<file path="src/hw/rtl/flash_page_append_log_assert.svh">
// Assertion macros shared by the append log RTL.
`ifndef FLASH_PAGE_APPEND_LOG_ASSERT_SVH
`define FLASH_PAGE_APPEND_LOG_ASSERT_SVH

// Checks that cons holds in the same cycle whenever ante holds.
`define FPAL_ASSERT_NOW(lbl, ante, cons, msg) \
  lbl: assert property (@(posedge clk) disable iff (!rst_n) (ante) |-> (cons)) else $error(msg);

// Checks that cons holds in the cycle after ante holds.
`define FPAL_ASSERT_NEXT(lbl, ante, cons, msg) \
  lbl: assert property (@(posedge clk) disable iff (!rst_n) (ante) |=> (cons)) else $error(msg);

`endif

</file>
<file path="src/hw/rtl/fpal_pkg.sv">
// Shared types, constants and helper functions of the flash page append log.
package fpal_pkg;

  localparam int unsigned PAGE_SLOTS_DEF = 512;
  localparam logic [15:0] ERASED_WORD = 16'hFFFF;
  localparam logic [15:0] MODE_MAX = 16'd2;

  typedef enum logic [1:0] {
    OP_APPEND = 2'd0,
    OP_READ   = 2'd1,
    OP_CYCLE  = 2'd2,
    OP_NONE   = 2'd3
  } op_t;

  // Source of the working value register.
  typedef enum logic [2:0] {
    VAL_KEEP,
    VAL_ERASED,
    VAL_ZERO,
    VAL_ONE,
    VAL_LAST,
    VAL_NEXT
  } val_sel_t;

  typedef enum logic [2:0] {
    ST_IDLE,
    ST_DISPATCH,
    ST_CHECK,
    ST_REPAIR,
    ST_APPEND,
    ST_DONE
  } state_t;

  // Commands from the sequencer to the datapath.
  typedef struct packed {
    logic     capture;
    logic     rd_last;
    val_sel_t val_sel;
    logic     append;
    logic     repair;
    logic     out_load;
  } cmd_t;

  // Status from the datapath to the sequencer.
  typedef struct packed {
    op_t  op;
    logic page_empty;
    logic last_ok;
    logic out_busy;
  } stat_t;

  // Next mode in the sequence 0, 1, 2, 0 for a valid current mode.
  function automatic logic [15:0] next_mode(input logic [15:0] m);
    logic [15:0] r;
    case (m)
      16'd0:   r = 16'd1;
      16'd1:   r = 16'd2;
      default: r = 16'd0;
    endcase
    return r;
  endfunction

endpackage

</file>
<file path="src/hw/rtl/fpal_ctrl.sv">
// Sequencer of the append log: steps each operation through read, repair and append.
module fpal_ctrl (
  input  logic            clk,
  input  logic            rst_n,
  input  logic            in_tvalid,
  output logic            in_tready,
  input  fpal_pkg::stat_t stat,
  output fpal_pkg::cmd_t  cmd
);

  fpal_pkg::state_t state_r, state_nxt;

  always_ff @(posedge clk) begin
    if (!rst_n) begin
      state_r <= fpal_pkg::ST_IDLE;
    end else begin
      state_r <= state_nxt;
    end
  end

  // Next state.
  always_comb begin
    state_nxt = state_r;
    unique case (state_r)
      fpal_pkg::ST_IDLE: begin
        if (in_tvalid) begin
          state_nxt = fpal_pkg::ST_DISPATCH;
        end
      end
      fpal_pkg::ST_DISPATCH: begin
        unique case (stat.op)
          fpal_pkg::OP_APPEND: state_nxt = fpal_pkg::ST_APPEND;
          fpal_pkg::OP_READ:   state_nxt = stat.page_empty ? fpal_pkg::ST_DONE
                                                           : fpal_pkg::ST_CHECK;
          fpal_pkg::OP_CYCLE:  state_nxt = stat.page_empty ? fpal_pkg::ST_APPEND
                                                           : fpal_pkg::ST_CHECK;
          default:             state_nxt = fpal_pkg::ST_DONE;
        endcase
      end
      fpal_pkg::ST_CHECK: begin
        if (!stat.last_ok) begin
          state_nxt = fpal_pkg::ST_REPAIR;
        end else if (stat.op == fpal_pkg::OP_CYCLE) begin
          state_nxt = fpal_pkg::ST_APPEND;
        end else begin
          state_nxt = fpal_pkg::ST_DONE;
        end
      end
      fpal_pkg::ST_REPAIR: begin
        state_nxt = (stat.op == fpal_pkg::OP_CYCLE) ? fpal_pkg::ST_APPEND
                                                     : fpal_pkg::ST_DONE;
      end
      fpal_pkg::ST_APPEND: begin
        state_nxt = fpal_pkg::ST_DONE;
      end
      fpal_pkg::ST_DONE: begin
        if (!stat.out_busy) begin
          state_nxt = fpal_pkg::ST_IDLE;
        end
      end
      default: state_nxt = fpal_pkg::ST_IDLE;
    endcase
  end

  // Commands.
  always_comb begin
    in_tready    = 1'b0;
    cmd.capture  = 1'b0;
    cmd.rd_last  = 1'b0;
    cmd.val_sel  = fpal_pkg::VAL_KEEP;
    cmd.append   = 1'b0;
    cmd.repair   = 1'b0;
    cmd.out_load = 1'b0;
    unique case (state_r)
      fpal_pkg::ST_IDLE: begin
        in_tready   = 1'b1;
        cmd.capture = in_tvalid;
      end
      fpal_pkg::ST_DISPATCH: begin
        unique case (stat.op)
          fpal_pkg::OP_READ: begin
            if (stat.page_empty) begin
              cmd.val_sel = fpal_pkg::VAL_ERASED;
            end else begin
              cmd.rd_last = 1'b1;
            end
          end
          fpal_pkg::OP_CYCLE: begin
            if (stat.page_empty) begin
              cmd.val_sel = fpal_pkg::VAL_ZERO;
            end else begin
              cmd.rd_last = 1'b1;
            end
          end
          default: ;
        endcase
      end
      fpal_pkg::ST_CHECK: begin
        if (!stat.last_ok) begin
          cmd.val_sel = fpal_pkg::VAL_ZERO;
          cmd.repair  = 1'b1;
        end else if (stat.op == fpal_pkg::OP_CYCLE) begin
          cmd.val_sel = fpal_pkg::VAL_NEXT;
        end else begin
          cmd.val_sel = fpal_pkg::VAL_LAST;
        end
      end
      fpal_pkg::ST_REPAIR: begin
        // Store the repair zero; a cycle then advances from mode zero.
        cmd.append = 1'b1;
        if (stat.op == fpal_pkg::OP_CYCLE) begin
          cmd.val_sel = fpal_pkg::VAL_ONE;
        end
      end
      fpal_pkg::ST_APPEND: begin
        cmd.append = 1'b1;
      end
      fpal_pkg::ST_DONE: begin
        cmd.out_load = !stat.out_busy;
      end
      default: ;
    endcase
  end

endmodule

</file>
<file path="config.mk">
export PLATFORM = sky130hd
export DESIGN_NAME = fpal_ctrl
export DESIGN_NICKNAME = d
export VERILOG_FILES = /design/src/hw/rtl/flash_page_append_log_assert.svh /design/src/hw/rtl/fpal_pkg.sv /design/src/hw/rtl/fpal_ctrl.sv
export SDC_FILE = /design/constraint.sdc
export NUM_CORES = 1
export LEC_CHECK = 0
export ABC_AREA = 1
export BUFFER_PORTS_ARGS = -buffer_cell sky130_fd_sc_hd__buf_2
export CAP_MARGIN = 20
export CORE_AREA = 10 10 47 49
export DETAILED_ROUTE_END_ITERATION = 12
export DIE_AREA = 0 0 57 59
export SETUP_SLACK_MARGIN = 0.05
export SYNTH_ARGS = -nofsm -noshare
export SYNTH_HDL_FRONTEND = slang
export SYNTH_SLANG_ARGS = --single-unit
</file>
<file path="constraint.sdc">
create_clock -name clk -period 1.06 [get_ports clk]
set_clock_uncertainty 0.15 [all_clocks]
set_input_delay 0.159 -clock clk [delete_from_list [all_inputs] [get_ports clk]]
set_output_delay 0.159 -clock clk [all_outputs]
set_load 0.02 [all_outputs]
</file>
==> metrics <==
Internal roughly 440 uW; Chip Width 57 um; detailed-route via count 521; DR WL/cell 10.1 um; Buf/Inv on CP 1; max FFs per register 3; Num CTS Buffers 3; Worst-Skew Late Latency 0.23 ns; critical path launch point type register; RSZ-0062 raised after global routing true; Top Registers state_r (3); Vias/cell 4.65; critical path class register to output pin; Area Overhead vs Synth 83.7%; fin crit share 146%; Yosys cell types 21; detailed placement HPWL approximately 960 um; required time of the critical path 0.75 ns; power per cell area 988 nW/um2; CTS tree done; final hold violations 0; input/output buffers 16; outcome finished, violations left; Worst slew margin 85.0%; CTS max path bufs 2; post-synthesis sequential area ratio 15.0%; Ant. Diodes 0; Root Driver clkbuf_4; clock sink count 3; share of layout cells above drive strength 1 between 60% and 70%; Post-DP Area 617 um2; row count 14; DR iter-0 viols 3; worst setup margin -0.488 ns; commonest non-fill, non-tap cell in the layout buf_4; Clk network pwr share around 28%; Overflow after GRT 0; Crit. End Element output pin; WP data arrival 1.24 ns; Period minus WS final 1.55 ns; dominant cells by area after synthesis dfxtp_1 (15%), inv_1 (13%), ha_1 (13%); switching power total 287 uW; Final #Nets 109; CP max stage delay 0.35 ns; Sw Share 39.6%; Flop pwr share a little over a fifth; CTS H-tree lvls 1; Detailed Route WL 1130 um; delay-heaviest family, CP simple AND/OR/NAND/NOR gates; Mean Syn Cell Area 6.44 um2; Worst-Margin Slew ~0.22 ns; Lkg Pwr about 0.00041 uW; starting density of the core 28.5%; largest net degree at the start of global routing 7; Yosys top cell area share 15.0%; I/O Pins 17; final setup fails 12; Yosys top cell by area dfxtp_1; Mapped Area ~400 um2; Final ANT Viol Nets 0; most frequent cells in the layout buf_4 (18), inv_1 (11), buf_2 (8); Hold WC Path Type input port to register; Power, Total 724 uW; Slowest-stage cell, CP dfxtp_2; failing checks negative setup slack; cells along the critical path nor3_4, nand4_1, o211ai_1, buf_4; DRC 0; number of global-route vias before repair 515; DRT Pass-1 Iters 4; Die Height 59 um; Syn. warnings 0; Max-Cap Viols 0; initial antenna violation count 0; Final Instance Area roughly 730 um2; Worst Path Max Fanout 5; Max Clock Freq 646 MHz; peak supply drop 0.549 mV; Largest Register state_r; routability cong. approximately 0.8; Gate power share 51.0%; die area ~3400 um2; syn_nets between 70 and 80; cells after synthesis 62; global router's overall resource usage between 6 and 7%; Slew Viols, Final 0; first-pass GRT wire length 1950 um; Worst-path clk slew 0.04 ns; Synth Register Bits 3; Core Region 1400 um2
## cell families (layout without fill, tap and decap cells)
group / after synthesis / count (layout) / share of synthesized area, %
simple gates: 30 / 30 / 42.6
buf+inv: 18 / 52 / 18.8
compound gates: 7 / 7 / 11.0
fa+ha+maj: 4 / 4 / 12.5
flops: 3 / 3 / 15.0
## tightest hold or removal path: cells and delay by family
family,cells,cell delay (ns)
buf+inv,2,0.15
compound gates,2,0.15
simple gates,1,0.05
## path summary, 6_finish.rpt
| path | from | endpoint | slack [ns] | depth (start not counted) |
|---|---|---|---|---|
| max | state_r[2]$_SDFFE_PN0P_ | cmd[3] | -0.49 | 4 |
| max reg2reg | state_r[2]$_SDFFE_PN0P_ | state_r[2]$_SDFFE_PN0P_ | -0.21 | 10 |
| min reg2reg | state_r[2]$_SDFFE_PN0P_ | state_r[0]$_SDFFE_PN0P_ | 0.57 | 3 |
| min | in_tvalid | state_r[0]$_SDFFE_PN0P_ | 0.16 | 5 |
## power groups by stage
| stage | logic (uW) | clock network (uW) | registers (uW) |
|---|---|---|---|
| 4_1_cts | 368 | 209 | 154 |
| 3_5_place_dp | 324 | 0 | 157 |
| 3_3_place_gp | 319 | 0 | 157 |
| 2_1_floorplan | 209 | 0 | 154 |
| 5_1_grt | 409 | 222 | 158 |
| 6_report | 369 | 199 | 156 |
## per-layer routing
| metal | GRT usage (%) | part of all wire, % | routed length, um |
|---|---|---|---|
| met5 | 0 | 0 | 0 |
| met4 | 4.03 | 1.7 | 19 |
| met3 | 2.15 | 5.8 | 65 |
| met2 | 11.8 | 51 | 578 |
| met1 | 7.14 | 41 | 466 |
## what timing repair did
action | CTS | global route
setup endpoints to repair | 12 | 12
gates resized for setup | 17 | 3
setup buffers | 3 | 0
hold buffers | 1 | 0
hold endpoints to repair | 1 | 0
pin swaps | 5 | 1
gates cloned | 0 | 0
## through the flow
stage                     std cells  setup TNS, ns  worst slack [ns]  hold slack, ns  utilization, %
final                           112          -4.35            -0.488           0.156            52.3
after global routing            112          -5.16            -0.572           0.166            52.3
after CTS                       112          -4.44            -0.499           0.151            52.0
after detailed placement        104          -2.70            -0.368           0.216            44.0
after global placement          104          -2.52            -0.310           0.207            44.0
after floorplan                  62          -1.11            -0.289           0.107               -
## cells in the mapped netlist
| cell | count |
|---|---|
| a21o_1 | 1 |
| a21oi_1 | 1 |
| a21oi_2 | 1 |
| and3_1 | 1 |
| buf_6 | 1 |
| dfxtp_1 | 3 |
| ha_1 | 4 |
| inv_1 | 14 |
| inv_2 | 3 |
| nand2_1 | 6 |
| nand2_2 | 4 |
| nand3_1 | 5 |
| nand3_2 | 1 |
| nand4_1 | 4 |
| nor2_1 | 4 |
| nor2_2 | 3 |
| nor3_4 | 1 |
| nor4_1 | 1 |
| o211ai_1 | 1 |
| o21ai_0 | 1 |
| o21ai_1 | 2 |
## area by class of cell
class,instances,area (um2)
Tap cell,16,20.0
Sequential cell,3,68.8
Timing Repair Buffer,31,230
Inverter,17,68.8
Multi-Input combinational cell,41,319
Fill cell,145,668
Clock buffer,4,26.3
Power figures use the tool's default switching activity.
